===== src/design/der_pkg.sv =====
// Shared types, codes and constant tables of the DER TLV element decoder.
package der_pkg;

  // Default parameter values.
  localparam int unsigned PositionBitsDef   = 32;
  localparam int unsigned MaxLengthBytesDef = 8;
  localparam int unsigned FifoDepthDef      = 2;

  // Field widths.
  localparam int unsigned ActionW = 3;
  localparam int unsigned StatusW = 3;
  localparam int unsigned OidIdxW = 4;
  localparam int unsigned OidCount = 11;
  localparam int unsigned OidMaxLen = 8;

  // Action codes that come with a tag byte.
  localparam logic [ActionW-1:0] ActSeq       = 3'd0;
  localparam logic [ActionW-1:0] ActEnterOct  = 3'd1;
  localparam logic [ActionW-1:0] ActInt       = 3'd2;
  localparam logic [ActionW-1:0] ActOid       = 3'd3;
  localparam logic [ActionW-1:0] ActOctet     = 3'd4;
  localparam logic [ActionW-1:0] ActBitString = 3'd5;

  // Long-form length count field.
  localparam logic [7:0] LongCountMask = 8'h7F;

  // Configuration register byte offsets.
  localparam logic [2:0] RegTotalLength = 3'd0;

  typedef enum logic [StatusW-1:0] {
    ST_OK        = 3'd0,
    ST_BAD_TAG   = 3'd1,
    ST_BAD_LEN   = 3'd2,
    ST_OVERRUN   = 3'd3,
    ST_BAD_INT   = 3'd4,
    ST_UNK_OID   = 3'd5,
    ST_EMPTY_BIT = 3'd6
  } status_e;

  typedef enum logic [2:0] {
    PH_TAG     = 3'd0,
    PH_LEN1    = 3'd1,
    PH_LENN    = 3'd2,
    PH_BITSKIP = 3'd3,
    PH_CONTENT = 3'd4
  } phase_e;

  // One queued stream byte.
  typedef struct packed {
    logic [ActionW-1:0] action;
    logic [7:0]         stream_byte;
  } item_t;

  // One result transaction.
  typedef struct packed {
    logic               result_kind;
    status_e            status;
    logic [7:0]         content_byte;
    logic [63:0]        int_value;
    logic [OidIdxW-1:0] oid_index;
    logic [31:0]        body_length;
  } result_t;

  // Known object identifier table.
  localparam logic [3:0] OID_LEN [OidCount] = '{
    4'd3, 4'd3, 4'd3, 4'd8, 4'd8, 4'd3, 4'd3, 4'd3, 4'd3, 4'd3, 4'd3
  };

  localparam logic [7:0] OID_TAB [OidCount][OidMaxLen] = '{
    '{8'h55, 8'h04, 8'h03, 8'h00, 8'h00, 8'h00, 8'h00, 8'h00},
    '{8'h2B, 8'h65, 8'h70, 8'h00, 8'h00, 8'h00, 8'h00, 8'h00},
    '{8'h2B, 8'h65, 8'h6E, 8'h00, 8'h00, 8'h00, 8'h00, 8'h00},
    '{8'h2B, 8'h06, 8'h01, 8'h05, 8'h05, 8'h07, 8'h03, 8'h01},
    '{8'h2B, 8'h06, 8'h01, 8'h05, 8'h05, 8'h07, 8'h03, 8'h02},
    '{8'h55, 8'h1D, 8'h13, 8'h00, 8'h00, 8'h00, 8'h00, 8'h00},
    '{8'h55, 8'h1D, 8'h0F, 8'h00, 8'h00, 8'h00, 8'h00, 8'h00},
    '{8'h55, 8'h1D, 8'h25, 8'h00, 8'h00, 8'h00, 8'h00, 8'h00},
    '{8'h55, 8'h1D, 8'h11, 8'h00, 8'h00, 8'h00, 8'h00, 8'h00},
    '{8'h55, 8'h1D, 8'h0E, 8'h00, 8'h00, 8'h00, 8'h00, 8'h00},
    '{8'h55, 8'h1D, 8'h23, 8'h00, 8'h00, 8'h00, 8'h00, 8'h00}
  };

  // Returns true when the tag byte is the one the action expects.
  function automatic logic tag_matches(logic [ActionW-1:0] act, logic [7:0] tag);
    logic ok;
    ok = 1'b0;
    unique case (act)
      ActSeq:       ok = (tag == 8'h30);
      ActEnterOct:  ok = (tag == 8'h04);
      ActInt:       ok = (tag == 8'h02);
      ActOid:       ok = (tag == 8'h06);
      ActOctet:     ok = (tag == 8'h04);
      ActBitString: ok = (tag == 8'h03);
      default:      ok = 1'b0;
    endcase
    return ok;
  endfunction

endpackage


===== src/design/der_fifo.sv =====
// Front queue that accepts stream bytes and holds them for the parser.
module der_fifo #(
  parameter int unsigned DEPTH = der_pkg::FifoDepthDef
) (
  input  logic          clk_i,
  input  logic          rst_ni,
  input  logic          push_i,
  input  der_pkg::item_t push_data_i,
  output logic          full_o,
  input  logic          pop_i,
  output logic          valid_o,
  output der_pkg::item_t pop_data_o
);
  import der_pkg::*;

  localparam int unsigned AW = (DEPTH > 1) ? $clog2(DEPTH) : 1;
  localparam int unsigned CW = $clog2(DEPTH + 1);

  item_t         mem_q [DEPTH];
  logic [AW-1:0] wr_ptr_q, wr_ptr_d;
  logic [AW-1:0] rd_ptr_q, rd_ptr_d;
  logic [CW-1:0] count_q, count_d;

  assign full_o     = (count_q == CW'(DEPTH));
  assign valid_o    = (count_q != '0);
  assign pop_data_o = mem_q[rd_ptr_q];

  // Pointer and occupancy update.
  always_comb begin
    wr_ptr_d = wr_ptr_q;
    rd_ptr_d = rd_ptr_q;
    count_d  = count_q;
    if (push_i) begin
      wr_ptr_d = (wr_ptr_q == AW'(DEPTH - 1)) ? '0 : wr_ptr_q + AW'(1);
    end
    if (pop_i) begin
      rd_ptr_d = (rd_ptr_q == AW'(DEPTH - 1)) ? '0 : rd_ptr_q + AW'(1);
    end
    if (push_i && !pop_i) begin
      count_d = count_q + CW'(1);
    end else if (!push_i && pop_i) begin
      count_d = count_q - CW'(1);
    end
  end

  always_ff @(posedge clk_i or negedge rst_ni) begin
    if (!rst_ni) begin
      wr_ptr_q <= '0;
      rd_ptr_q <= '0;
      count_q  <= '0;
    end else begin
      wr_ptr_q <= wr_ptr_d;
      rd_ptr_q <= rd_ptr_d;
      count_q  <= count_d;
    end
  end

  // Entry storage.
  always_ff @(posedge clk_i) begin
    if (push_i) begin
      mem_q[wr_ptr_q] <= push_data_i;
    end
  end

endmodule


===== src/design/der_parse.sv =====
// Back end parser: TLV state machine with a registered result stage.
module der_parse #(
  parameter int unsigned POSITION_BITS    = der_pkg::PositionBitsDef,
  parameter int unsigned MAX_LENGTH_BYTES = der_pkg::MaxLengthBytesDef
) (
  input  logic            clk_i,
  input  logic            rst_ni,
  input  logic            restart_i,
  input  logic [31:0]     total_length_i,
  input  logic            item_valid_i,
  input  der_pkg::item_t  item_i,
  output logic            item_pop_o,
  output logic            res_valid_o,
  input  logic            res_stall_i,
  output der_pkg::result_t res_o
);
  import der_pkg::*;

  localparam int unsigned PW  = POSITION_BITS;
  localparam int unsigned LW  = 8 * MAX_LENGTH_BYTES;
  localparam int unsigned NW  = $clog2(MAX_LENGTH_BYTES + 1);
  localparam int unsigned MW  = (PW > LW) ? PW : LW;
  localparam int unsigned CW  = ((MW > 32) ? MW : 32) + 2;

  phase_e             phase_q, phase_d;
  logic [PW-1:0]      pos_q, pos_d;
  logic [ActionW-1:0] act_q, act_d;
  logic [NW-1:0]      lbl_q, lbl_d;
  logic [LW-1:0]      acc_q, acc_d;
  logic [31:0]        cl_q, cl_d;
  logic [3:0]         ci_q, ci_d;
  logic [63:0]        vacc_q, vacc_d;
  logic [OidCount-1:0] mask_q, mask_d;

  logic               res_valid_q;
  result_t            res_q, res_d;
  logic               emit;
  logic               step;

  logic [PW-1:0]      pos_inc;
  logic [LW-1:0]      len_cand;
  logic [CW-1:0]      len_x, acc_x, total_x, pos_x, pos_inc_x;
  logic [31:0]        len32;
  logic [6:0]         long_n;
  logic               do_done;
  logic [63:0]        ival;
  logic [OidCount-1:0] mask_new;
  logic               oid_hit;
  logic [OidIdxW-1:0] oid_idx;
  logic [7:0]         b;

  assign step        = item_valid_i && (!res_valid_q || !res_stall_i);
  assign item_pop_o  = step;
  assign res_valid_o = res_valid_q;
  assign res_o       = res_q;

  assign b         = item_i.stream_byte;
  assign pos_inc   = pos_q + PW'(1);
  assign len_cand  = (phase_q == PH_LENN) ? LW'((acc_q << 8) | LW'(b)) : LW'(b);
  assign len_x     = CW'(len_cand);
  assign acc_x     = CW'(acc_q);
  assign total_x   = CW'(total_length_i);
  assign pos_x     = CW'(pos_q);
  assign pos_inc_x = CW'(pos_inc);
  assign len32     = len_x[31:0];
  assign long_n    = b[6:0] & LongCountMask[6:0];

  // INTEGER accumulate and sign extension by content length.
  always_comb begin
    ival = {vacc_q[55:0], b};
    for (int k = 1; k < 8; k++) begin
      if (acc_q[3:0] == 4'(k) && ival[8*k-1]) begin
        ival = ival | (~64'd0 << (8 * k));
      end
    end
  end

  // OID candidate filter and first full match.
  always_comb begin
    mask_new = mask_q;
    oid_hit  = 1'b0;
    oid_idx  = '0;
    for (int i = 0; i < OidCount; i++) begin
      if (ci_q >= OID_LEN[i] || OID_TAB[i][ci_q[2:0]] != b) begin
        mask_new[i] = 1'b0;
      end
    end
    for (int i = OidCount - 1; i >= 0; i--) begin
      if (mask_new[i] && acc_x == CW'(OID_LEN[i])) begin
        oid_hit = 1'b1;
        oid_idx = OidIdxW'(i);
      end
    end
  end

  // Next state and result of one parser step.
  always_comb begin
    phase_d = phase_q;
    pos_d   = pos_q;
    act_d   = act_q;
    lbl_d   = lbl_q;
    acc_d   = acc_q;
    cl_d    = cl_q;
    ci_d    = ci_q;
    vacc_d  = vacc_q;
    mask_d  = mask_q;
    res_d   = '0;
    emit    = 1'b0;
    do_done = 1'b0;

    unique case (phase_q)
      PH_TAG: begin
        if (pos_x >= total_x) begin
          emit = 1'b1; res_d.result_kind = 1'b1; res_d.status = ST_OVERRUN;
        end else begin
          pos_d = pos_inc;
          act_d = item_i.action;
          if (!tag_matches(item_i.action, b)) begin
            emit = 1'b1; res_d.result_kind = 1'b1; res_d.status = ST_BAD_TAG;
          end else begin
            phase_d = PH_LEN1;
          end
        end
      end
      PH_LEN1: begin
        if (pos_x >= total_x) begin
          emit = 1'b1; res_d.result_kind = 1'b1; res_d.status = ST_OVERRUN;
          phase_d = PH_TAG;
        end else begin
          pos_d = pos_inc;
          if (b[7]) begin
            if (long_n == '0 || 32'(long_n) > 32'(MAX_LENGTH_BYTES)) begin
              emit = 1'b1; res_d.result_kind = 1'b1; res_d.status = ST_BAD_LEN;
              phase_d = PH_TAG;
            end else if (pos_inc_x + CW'(long_n) > total_x) begin
              emit = 1'b1; res_d.result_kind = 1'b1; res_d.status = ST_OVERRUN;
              phase_d = PH_TAG;
            end else begin
              lbl_d   = NW'(long_n);
              acc_d   = '0;
              phase_d = PH_LENN;
            end
          end else begin
            do_done = 1'b1;
          end
        end
      end
      PH_LENN: begin
        pos_d = pos_inc;
        acc_d = len_cand;
        lbl_d = lbl_q - NW'(1);
        if (lbl_q == NW'(1)) begin
          do_done = 1'b1;
        end
      end
      PH_BITSKIP: begin
        pos_d = pos_inc;
        if (cl_q == '0) begin
          emit = 1'b1; res_d.result_kind = 1'b1; res_d.status = ST_OK;
          phase_d = PH_TAG;
        end else begin
          phase_d = PH_CONTENT;
        end
      end
      PH_CONTENT: begin
        if (cl_q == '0) begin
          phase_d = PH_TAG;
        end else begin
          pos_d = pos_inc;
          cl_d  = cl_q - 32'd1;
          if (act_q == ActInt) begin
            vacc_d = {vacc_q[55:0], b};
            if (cl_q == 32'd1) begin
              phase_d = PH_TAG;
              emit = 1'b1; res_d.result_kind = 1'b1; res_d.status = ST_OK;
              res_d.int_value = ival;
              res_d.body_length = acc_x[31:0];
            end
          end else if (act_q == ActOid) begin
            mask_d = mask_new;
            if (ci_q != 4'hF) begin
              ci_d = ci_q + 4'd1;
            end
            if (cl_q == 32'd1) begin
              phase_d = PH_TAG;
              emit = 1'b1; res_d.result_kind = 1'b1;
              if (oid_hit) begin
                res_d.status = ST_OK;
                res_d.oid_index = oid_idx;
                res_d.body_length = acc_x[31:0];
              end else begin
                res_d.status = ST_UNK_OID;
              end
            end
          end else begin
            if (cl_q == 32'd1) begin
              phase_d = PH_TAG;
            end
            emit = 1'b1; res_d.result_kind = 1'b0; res_d.status = ST_OK;
            res_d.content_byte = b;
            res_d.body_length = acc_x[31:0];
          end
        end
      end
      default: begin
        phase_d = PH_TAG;
      end
    endcase

    // Element length known: check it against the buffer, then finish the element or start its content.
    if (do_done) begin
      acc_d = len_cand;
      if (pos_inc_x + len_x > total_x) begin
        emit = 1'b1; res_d.result_kind = 1'b1; res_d.status = ST_OVERRUN;
        phase_d = PH_TAG;
      end else begin
        cl_d   = len32;
        ci_d   = '0;
        vacc_d = '0;
        mask_d = '1;
        if (act_q == ActSeq || act_q == ActEnterOct) begin
          phase_d = PH_TAG;
          emit = 1'b1; res_d.result_kind = 1'b1; res_d.status = ST_OK;
          res_d.body_length = len32;
        end else if (act_q == ActInt) begin
          if (len_x == '0 || len_x > CW'(8)) begin
            emit = 1'b1; res_d.result_kind = 1'b1; res_d.status = ST_BAD_INT;
            phase_d = PH_TAG;
          end else begin
            phase_d = PH_CONTENT;
          end
        end else if (act_q == ActOid) begin
          if (len_x == '0) begin
            emit = 1'b1; res_d.result_kind = 1'b1; res_d.status = ST_UNK_OID;
            phase_d = PH_TAG;
          end else begin
            phase_d = PH_CONTENT;
          end
        end else if (act_q == ActOctet) begin
          if (len_x == '0) begin
            emit = 1'b1; res_d.result_kind = 1'b1; res_d.status = ST_OK;
            phase_d = PH_TAG;
          end else begin
            phase_d = PH_CONTENT;
          end
        end else begin
          if (len_x == '0) begin
            emit = 1'b1; res_d.result_kind = 1'b1; res_d.status = ST_EMPTY_BIT;
            phase_d = PH_TAG;
          end else begin
            cl_d    = len32 - 32'd1;
            acc_d   = len_cand - LW'(1);
            phase_d = PH_BITSKIP;
          end
        end
      end
    end
  end

  // Parser state registers.
  always_ff @(posedge clk_i or negedge rst_ni) begin
    if (!rst_ni) begin
      phase_q <= PH_TAG;
      pos_q   <= '0;
      act_q   <= '0;
      lbl_q   <= '0;
      acc_q   <= '0;
      cl_q    <= '0;
      ci_q    <= '0;
      vacc_q  <= '0;
      mask_q  <= '1;
    end else if (restart_i) begin
      phase_q <= PH_TAG;
      pos_q   <= '0;
    end else if (step) begin
      phase_q <= phase_d;
      pos_q   <= pos_d;
      act_q   <= act_d;
      lbl_q   <= lbl_d;
      acc_q   <= acc_d;
      cl_q    <= cl_d;
      ci_q    <= ci_d;
      vacc_q  <= vacc_d;
      mask_q  <= mask_d;
    end
  end

  // Result register: loaded by a producing step, cleared once taken.
  always_ff @(posedge clk_i or negedge rst_ni) begin
    if (!rst_ni) begin
      res_valid_q <= 1'b0;
    end else if (step) begin
      res_valid_q <= emit;
    end else if (!res_stall_i) begin
      res_valid_q <= 1'b0;
    end
  end

  always_ff @(posedge clk_i) begin
    if (step && emit) begin
      res_q <= res_d;
    end
  end

endmodule


===== src/design/der_tlv_element_decoder.sv =====
// Top level of the DER TLV element decoder.
//
// Input channel: one DER stream byte per transaction (in_valid_i/in_stall_o),
// with action_i naming the expected element on each tag byte. Output channel:
// at most one result per byte (out_valid_o/out_stall_i): a string content
// byte, or a finish/error record with status, INTEGER value, OID index and
// content length.
// Bytes enter a short front queue and a parser state machine takes one byte
// per cycle from it, so the sustained rate is one byte per cycle. A result
// is registered: its byte passes through the front queue and the result
// register before the result is shown on the output.
// The parser advances only while the result register is free or being
// taken; when the receiver stalls, the queue fills and in_stall_o rises.
// Reset empties the queue, clears the result register, sets the position to
// zero, the total length to one and waits for a tag byte.
// Writing total_length over the APB port restarts the position at zero and
// abandons any partly parsed element; write only while the block is idle.
module der_tlv_element_decoder #(
  parameter int unsigned POSITION_BITS    = der_pkg::PositionBitsDef,
  parameter int unsigned MAX_LENGTH_BYTES = der_pkg::MaxLengthBytesDef,
  parameter int unsigned FIFO_DEPTH       = der_pkg::FifoDepthDef
) (
  input  logic                clk_i,
  input  logic                rst_ni,
  input  logic                in_valid_i,
  output logic                in_stall_o,
  input  logic [2:0]          action_i,
  input  logic [7:0]          stream_byte_i,
  output logic                out_valid_o,
  input  logic                out_stall_i,
  output logic                result_kind_o,
  output logic [2:0]          status_o,
  output logic [7:0]          content_byte_o,
  output logic signed [63:0]  int_value_o,
  output logic [3:0]          oid_index_o,
  output logic [31:0]         body_length_o,
  input  logic                psel,
  input  logic                penable,
  input  logic                pwrite,
  input  logic [2:0]          paddr,
  input  logic [31:0]         pwdata,
  output logic [31:0]         prdata,
  output logic                pready
);
  import der_pkg::*;

  logic        total_wr;
  logic [31:0] total_q;
  logic        fifo_full, fifo_valid, pop;
  item_t       in_item, head_item;
  result_t     res;

  // Configuration register.
  assign pready   = 1'b1;
  assign total_wr = psel && penable && pwrite && (paddr[2] == RegTotalLength[2]);
  assign prdata   = (paddr[2] == RegTotalLength[2]) ? total_q : '0;

  always_ff @(posedge clk_i or negedge rst_ni) begin
    if (!rst_ni) begin
      total_q <= 32'd1;
    end else if (total_wr) begin
      total_q <= pwdata;
    end
  end

  assign in_item.action      = action_i;
  assign in_item.stream_byte = stream_byte_i;
  assign in_stall_o          = fifo_full;

  der_fifo #(
    .DEPTH(FIFO_DEPTH)
  ) u_fifo (
    .clk_i      (clk_i),
    .rst_ni     (rst_ni),
    .push_i     (in_valid_i && !fifo_full),
    .push_data_i(in_item),
    .full_o     (fifo_full),
    .pop_i      (pop),
    .valid_o    (fifo_valid),
    .pop_data_o (head_item)
  );

  der_parse #(
    .POSITION_BITS   (POSITION_BITS),
    .MAX_LENGTH_BYTES(MAX_LENGTH_BYTES)
  ) u_parse (
    .clk_i         (clk_i),
    .rst_ni        (rst_ni),
    .restart_i     (total_wr),
    .total_length_i(total_q),
    .item_valid_i  (fifo_valid),
    .item_i        (head_item),
    .item_pop_o    (pop),
    .res_valid_o   (out_valid_o),
    .res_stall_i   (out_stall_i),
    .res_o         (res)
  );

  assign result_kind_o    = res.result_kind;
  assign status_o         = res.status;
  assign content_byte_o   = res.content_byte;
  assign int_value_o      = res.int_value;
  assign oid_index_o      = res.oid_index;
  assign body_length_o    = res.body_length;

endmodule


===== config.mk =====
export PLATFORM = sky130hd
export DESIGN_NAME = der_tlv_element_decoder
export DESIGN_NICKNAME = d
export VERILOG_FILES = /design/src/design/der_pkg.sv /design/src/design/der_fifo.sv /design/src/design/der_parse.sv /design/src/design/der_tlv_element_decoder.sv
export SDC_FILE = /design/constraint.sdc
export NUM_CORES = 1
export LEC_CHECK = 0
export ABC_AREA = 1
export BUFFER_PORTS_ARGS = -buffer_cell sky130_fd_sc_hd__buf_2
export CORE_UTILIZATION = 27
export CTS_BUF_LIST = sky130_fd_sc_hd__clkbuf_4 sky130_fd_sc_hd__clkbuf_8
export DETAILED_ROUTE_END_ITERATION = 16
export GPL_ROUTABILITY_DRIVEN = 0
export GPL_TIMING_DRIVEN = 0
export SLEW_MARGIN = 40
export SYNTH_ARGS = -nofsm -noshare
export SYNTH_HDL_FRONTEND = slang
export SYNTH_SLANG_ARGS = --single-unit

===== constraint.sdc =====
create_clock -name clk_i -period 9.8 [get_ports clk_i]
set_clock_uncertainty 0.15 [all_clocks]
set_input_delay 1.47 -clock clk_i [delete_from_list [all_inputs] [get_ports clk_i]]
set_output_delay 1.47 -clock clk_i [all_outputs]
set_load 0.05 [all_outputs]

# After elaboration in Yosys (flattened, before gate mapping)
# Memory sizes are Yosys's and may differ from the RTL's.
# Index checks and enable logic that the tools add are counted.
# Widths: inputs -> output; s select.
dict set report totals {
  ff_bits 366
  ram_bits 22
  romBits 704
  output_inout_bits 147
  elab_cells 402
  n_memories 12
}
dict set report op_classes {
  n_addsub 12
  n_lt_le_gt_ge 8
  eq_ne 58
  n_mux 206
  bitwise_logic 10
  reduce_logical 73
}
# name depth width rd rd_ports_with_merged_regs write_ports line_no
set mem_list {}
lappend mem_list {{(name not given)} 8 8 1 0 0 der_parse.sv:84} ;# if (ci_q >= OID_LEN[i] || OID_TAB[i][ci_q[2:0]] != b) begin
lappend mem_list {{(name not given)} 8 8 1 0 0 der_parse.sv:84}
lappend mem_list {{(name not given)} 8 8 1 0 0 der_parse.sv:84}
lappend mem_list {{(name not given)} 8 8 1 0 0 der_parse.sv:84}
lappend mem_list {{(name not given)} 8 8 1 0 0 der_parse.sv:84}
lappend mem_list {{(name not given)} 8 8 1 0 0 der_parse.sv:84}
lappend mem_list {{6 more memories} n/a n/a n/a n/a n/a n/a}
# op count
set op_table {}
lappend op_table {{$mux 64} 26}
lappend op_table {{$mux 32} 21}
lappend op_table {{$mux 8} 24}
lappend op_table {{$mux 4} 45}
lappend op_table {{$gt 66x32->1} 2}
lappend op_table {{$pmux 64 s2} 1}
lappend op_table {{$mux 112} 1}
lappend op_table {{$pmux 32 s3} 1}
lappend op_table {{$ne 8x8->1} 11}
lappend op_table {{$mux 36} 2}
lappend op_table {{$logic_not 66->1} 1}
lappend op_table {{$mux 11} 6}
lappend op_table {{$add 32x64->65} 1}
lappend op_table {{$eq 64x2->1 const B} 1}
lappend op_table {{$eq 64x4->1 const B} 1}
lappend op_table {{$gt 64x4->1 const B} 1}
lappend op_table {{$or 64x8->64} 1}
lappend op_table {{$sub 32x1->32 const B} 2}
lappend op_table {{$sub 64x1->64 const B} 1}
lappend op_table {{$mux 3} 19}
lappend op_table {{$mux 1} 50}
lappend op_table {{$add 32x7->33} 1}
lappend op_table {{$add 32x1->32 const B} 1}
lappend op_table {{$eq 32x1->1 const B} 1}
lappend op_table {{other kinds (56)} 146}

# Logic depth before layout (Yosys ltp)
dict set report logic_depth {
  depth_word 32
  ltp_mapped 42
  mapped_depth_nobuf 41
}

# Cells and area by module
# A second synthesis with hierarchy kept.
dict set report unflattened {
  cells_unflattened 4347
  area_unflattened_um2 29399.4
}
# mod n_inst cells_per_inst area_each_um2
set by_module_without_submodules {}
lappend by_module_without_submodules {der_parse 1 4073 26764.4}
lappend by_module_without_submodules {der_tlv_element_decoder 1 215 1599.0}
lappend by_module_without_submodules {der_fifo 1 59 1036.0}

# Least setup slack after synthesis
# No wires, ideal clock.
dict set report synth_path {
  path_kind {flip-flop to flip-flop}
  from {register u_parse.pos_q[0]}
  to {register u_parse.res_q, in the netlist u_parse.res_o[0] (enable)}
  setup_ps 465
  t_arrival_ps 6610
  t_required_ps 9185
  setup_slack_ps 2575
  stages_incl_launch_ff 34
  n_path_buf 0
  synth_period_minus_slack_ps 7225
  path_cell_list {dfrtp_1 -> ha_1 -> inv_1 -> nor2_2 -> xor2_1 -> inv_1 -> ha_1 -> nand2_1 -> nor2_1 -> nand2_1 -> nand2_1 -> nand3_1 -> nor3_1 -> nand3_1 -> nor2_2 -> nand3_1 -> nor3_2 -> nand2_1 -> nor4_1 -> xor2_1 -> inv_1 -> ha_1 -> nand4_1 -> inv_1 -> nand2_1 -> nand2_1 -> a21boi_0 -> nand3b_1 -> nand4_1 -> nand4_1 -> nor2_1 -> nand3_1 -> nand2_1 -> inv_1}
}
dict set report synth_between {
  elab_chain_cells 14
}
# element line_no
set synth_lines {}
lappend synth_lines {{from (decl)} der_parse.sv:26} ;# logic [PW-1:0] pos_q, pos_d;
lappend synth_lines {{from (signal assigned)} der_parse.sv:277} ;# pos_q <= pos_d;
lappend synth_lines {{$add 32x1->32} der_parse.sv:58} ;# assign pos_inc = pos_q + PW'(1);
lappend synth_lines {{$add 32x7->33} der_parse.sv:135} ;# end else if (pos_inc_x + CW'(long_n) > total_x) begin
lappend synth_lines {{$gt 66x32->1} der_parse.sv:135}
lappend synth_lines {{$mux 1} der_parse.sv:135}
lappend synth_lines {{$mux 1} der_parse.sv:132} ;# if (long_n == '0 || 32'(long_n) > 32'(MAX_LENGTH_BYTES)) begin
lappend synth_lines {{$mux 1} der_parse.sv:131} ;# if (b[7]) begin
lappend synth_lines {{$mux 1} der_parse.sv:126} ;# if (pos_x >= total_x) begin
lappend synth_lines {{$pmux 1 s4} der_parse.sv:111} ;# unique case (phase_q)
lappend synth_lines {{$mux 1 (on tied branches)} n/a}
lappend synth_lines {{$mux 1} der_parse.sv:225} ;# end else if (act_q == ActInt) begin
lappend synth_lines {{$mux 1} der_parse.sv:221} ;# if (act_q == ActSeq || act_q == ActEnterOct) begin
lappend synth_lines {{$mux 1} der_parse.sv:213} ;# if (pos_inc_x + len_x > total_x) begin
lappend synth_lines {{$mux 1 (*)} der_parse.sv:211} ;# if (do_done) begin
lappend synth_lines {{$logic_and 1x1->1 (*)} der_parse.sv:300} ;# if (step && emit) begin
lappend synth_lines {{to (signal assigned)} der_parse.sv:301} ;# res_q <= res_d;
lappend synth_lines {{to (decl)} der_parse.sv:36} ;# result_t res_q, res_d;
# Mark *: on every way between the ends. The rest lies on a longest branch, timed or not.
# A chain may end at the register's enable or synchronous reset.

==> results.md <==
* Status: completed
* Max-cap violations at 0
* Die Wd at 324 um
* Clock latency on the worst-skew pair at 690 ps
* Number of fillers in the final layout at 11,083
* CP max-delay cell: o21ai_2
* DRT antenna net count at 0
* Critical path capture point type: register
* Required @ worst endpoint at 10,010 ps
* Most frequent cell after synthesis: nand2_1
* Clock Root Buffer: clkbuf_8
* Peak supply drop at 479 uV
* Max Fclk at 127 MHz
* First-pass GRT wire length at 152,000 um
* Clock sink total at 380
* # setup viols final at 0
* Drt pass-1 iters at 7
* Area of the multi-input gates at 15,200 sq um
* Gates resized, CTS repair at 0
* Worst-path clk slew at 60 ps
* Clk buf depth at 3
* Layout Area Growth over Synthesis at 15.6%
* Initial DRC count at 2,794
* # rows at 117
* CP max FO at 81
* Post-DP HPWL at 79,500 um
* Top cell type by total area after synthesis: dfrtp_1
* Post-Layout Cell Count at 5,770
* Yosys cell types at 63
* CTS tree: built
* Pins Over Slew Limit at 0
* Pleak at 16.1 nW
* Placed insts at 5,641
* Syn Nets at 4,262
* Critical path class: register to register
* Die height at 324 um
* Clock buffer count from CTS at 71
* Register area share after synthesis at 36.4%
* Period utilisation layout at 80.2%
* Pwr Density at 297 nW/um^2
* Synth Instances at 4,074
* EDFF count, synth at 134
* Syn_area_per_cell at 6.87 sq um
* Synth Cell Area at 28,000 sq um
* # IOs at 200
* Top cell type's share of synthesized area at 20.9%
* Post-route setup TNS at 0 ps
* GRT Total Usage at 18.8%
* Fraction of layout cells with a size suffix above 1 at 10.5%
* Largest net degree at the start of global routing at 82
* Via density at 4.91
* Mean routed wirelength per cell at 17.5 um
* Crit path time final at 7860 ps
* Slowest stage delay, CP at 660 ps
* Tightest Hold Check Type: register to register
* Sequential cell area at 10,200 sq um
* Initial antenna violation count at 2
* Post-synthesis register bit count at 380
* Final hold vios at 0
* FFs w/ async S/R, synth at 64.7%
* Remaining Overflow, GRT at 0
* Core Region at 102,000 sq um
* Worst slew margin at 44.3%
* Commonest cells post-synth: 1,255 x nand2_1, 533 x inv_1, 466 x nor2_1
* Setup crit start: u_fifo.rd_ptr_q
* Worst EP arrival at 8070 ps
* Hold_sp: u_parse.acc_q[62]
* Initial Util at 27.4%
* IO buf count at 195
* Detailed Route WL at 101,000 um
* Synth top area cells: dfrtp_1 21%, nand2_1 17%, edfxtp_1 14%
* Top FF cell, synth: dfrtp_1
* H-tree Lvls at 3
* Syn. warnings at 0
* Most common cell on crit path: nand2_1
* Post-CTS setup buffer count at 0
* Slew @ Worst Pin at 835 ps
* Hold slack final at 337 ps
* Die ar. at 105,000 sq um
* Nets@finish at 4,534
* Vias at 28,328
* RSZ-0062 raised after global routing: no
* Hold buffer count at CTS at 0
* Vias in the first global route at 26,012
* Critical Path Start Type: register
* Post-route DRC at 0
* Reg2Reg Launch Point: u_fifo.rd_ptr_q
[per-layer routing]
layer	part of all wire [%]	wire length, um	GRT usage, %
met3	8.1	8210	3.48
met1	43	43700	25.2
met5	0.013	13	0
met4	3.8	3830	7.33
met2	45	45000	29.9
[critical path, delay by kind of cell (launching register included)]
kind / cells / cell delay (ps)
compound gates: 1 / 660
flops: 1 / 350
simple gates: 21 / 4230
fa+ha+maj: 2 / 790
buf+inv: 5 / 1070
xor+xnor: 1 / 180
[path summary, 6_finish.rpt]
path                                     endpoint  slack [ps]  depth (start not counted)
worst max-delay path            u_parse.res_o[22]        1940                         30
worst min-delay path            u_parse.acc_q[62]         340                          2
worst max register to register  u_parse.res_o[22]        1940                         30
worst min register to register  u_parse.acc_q[62]         340                          2
max in group asynchronous       u_parse.mask_q[3]        7800                          3
min in group asynchronous             total_q[29]         550                          1
[layout by cell type (no fill, tap or decap), types with 17 or more instances in the layout]
cell / instances
edfxtp_1: 134
xor2_1: 119
xnor2_1: 19
clkinv_1: 17
nor2_2: 32
dfrtp_1: 234
nor3_1: 57
nor4_1: 23
clkbuf_4: 20
nor2_1: 464
buf_2: 223
ha_1: 134
o211ai_1: 18
o22ai_1: 85
a21oi_1: 188
o21ai_0: 177
o21ai_1: 22
clkbuf_1: 67
nand4_1: 70
nand2_1: 1255
clkbuf_8: 74
inv_1: 532
nand3_1: 239
[flip-flops by register name, indices dropped and copies added, names as in the netlist, 2 cells and up]
signal / flops
u_parse.res_o: 112
u_parse.acc_q: 64
u_parse.vacc_q: 56
total_q: 32
u_parse.cl_q: 32
u_parse.pos_q: 32
u_fifo.mem_q: 22
u_parse.mask_q: 11
u_parse.ci_q: 4
u_parse.lbl_q: 4
u_parse.act_q: 3
u_parse.phase_q: 3
u_fifo.count_q: 2
[area by class of cell]
class | instances | area share, %
antenna | 1 | 0.00773
buffer | 118 | 1.71
inverter | 557 | 6.49
clock buffer | 94 | 3.61
clock inverter | 34 | 1.14
sequential | 380 | 31.5
tap | 1368 | 5.29
timing repair buffer | 199 | 3.39
multi-input combinational | 3019 | 46.8
[power by group]
part / total, mW / internal (mW) / switching, mW
sequential: 2.65 / 2.33 / 0.326
clock: 1.73 / 0.952 / 0.774
combinational: 5.22 / 1.31 / 3.91
total: 9.60 / 4.59 / 5.01
[logic make-up (layout without fill, tap and decap cells)]
| group | count (synthesis) | after routing | share of synthesized area [%] |
|---|---|---|---|
| DFF | 380 | 380 | 36.4 |
| muxes | 2 | 2 | 0.0715 |
| xor gates and xnor gates | 138 | 138 | 4.32 |
| and+or+nand+nor | 2194 | 2194 | 32.7 |
| AOI/OAI and AO/OA | 549 | 549 | 11.0 |
| buffers and inverters | 675 | 1002 | 9.45 |
| adders and majority gates | 135 | 135 | 6.06 |
| other | 1 | 2 | 0.0134 |
[per-stage QoR]
stage	power (mW)	utilization, %	worst slack [ps]	instance area (sq um)
finish	9.60	31.6	1940	32400
global route	10.3	31.6	1510	32400
CTS	9.58	31.6	2030	32300
detailed placement	7.82	30.1	2060	30800
global placement	7.77	30.0	-310	30700
floorplan	6.30	-	2570	28000
Power figures use the tool's default switching activity.
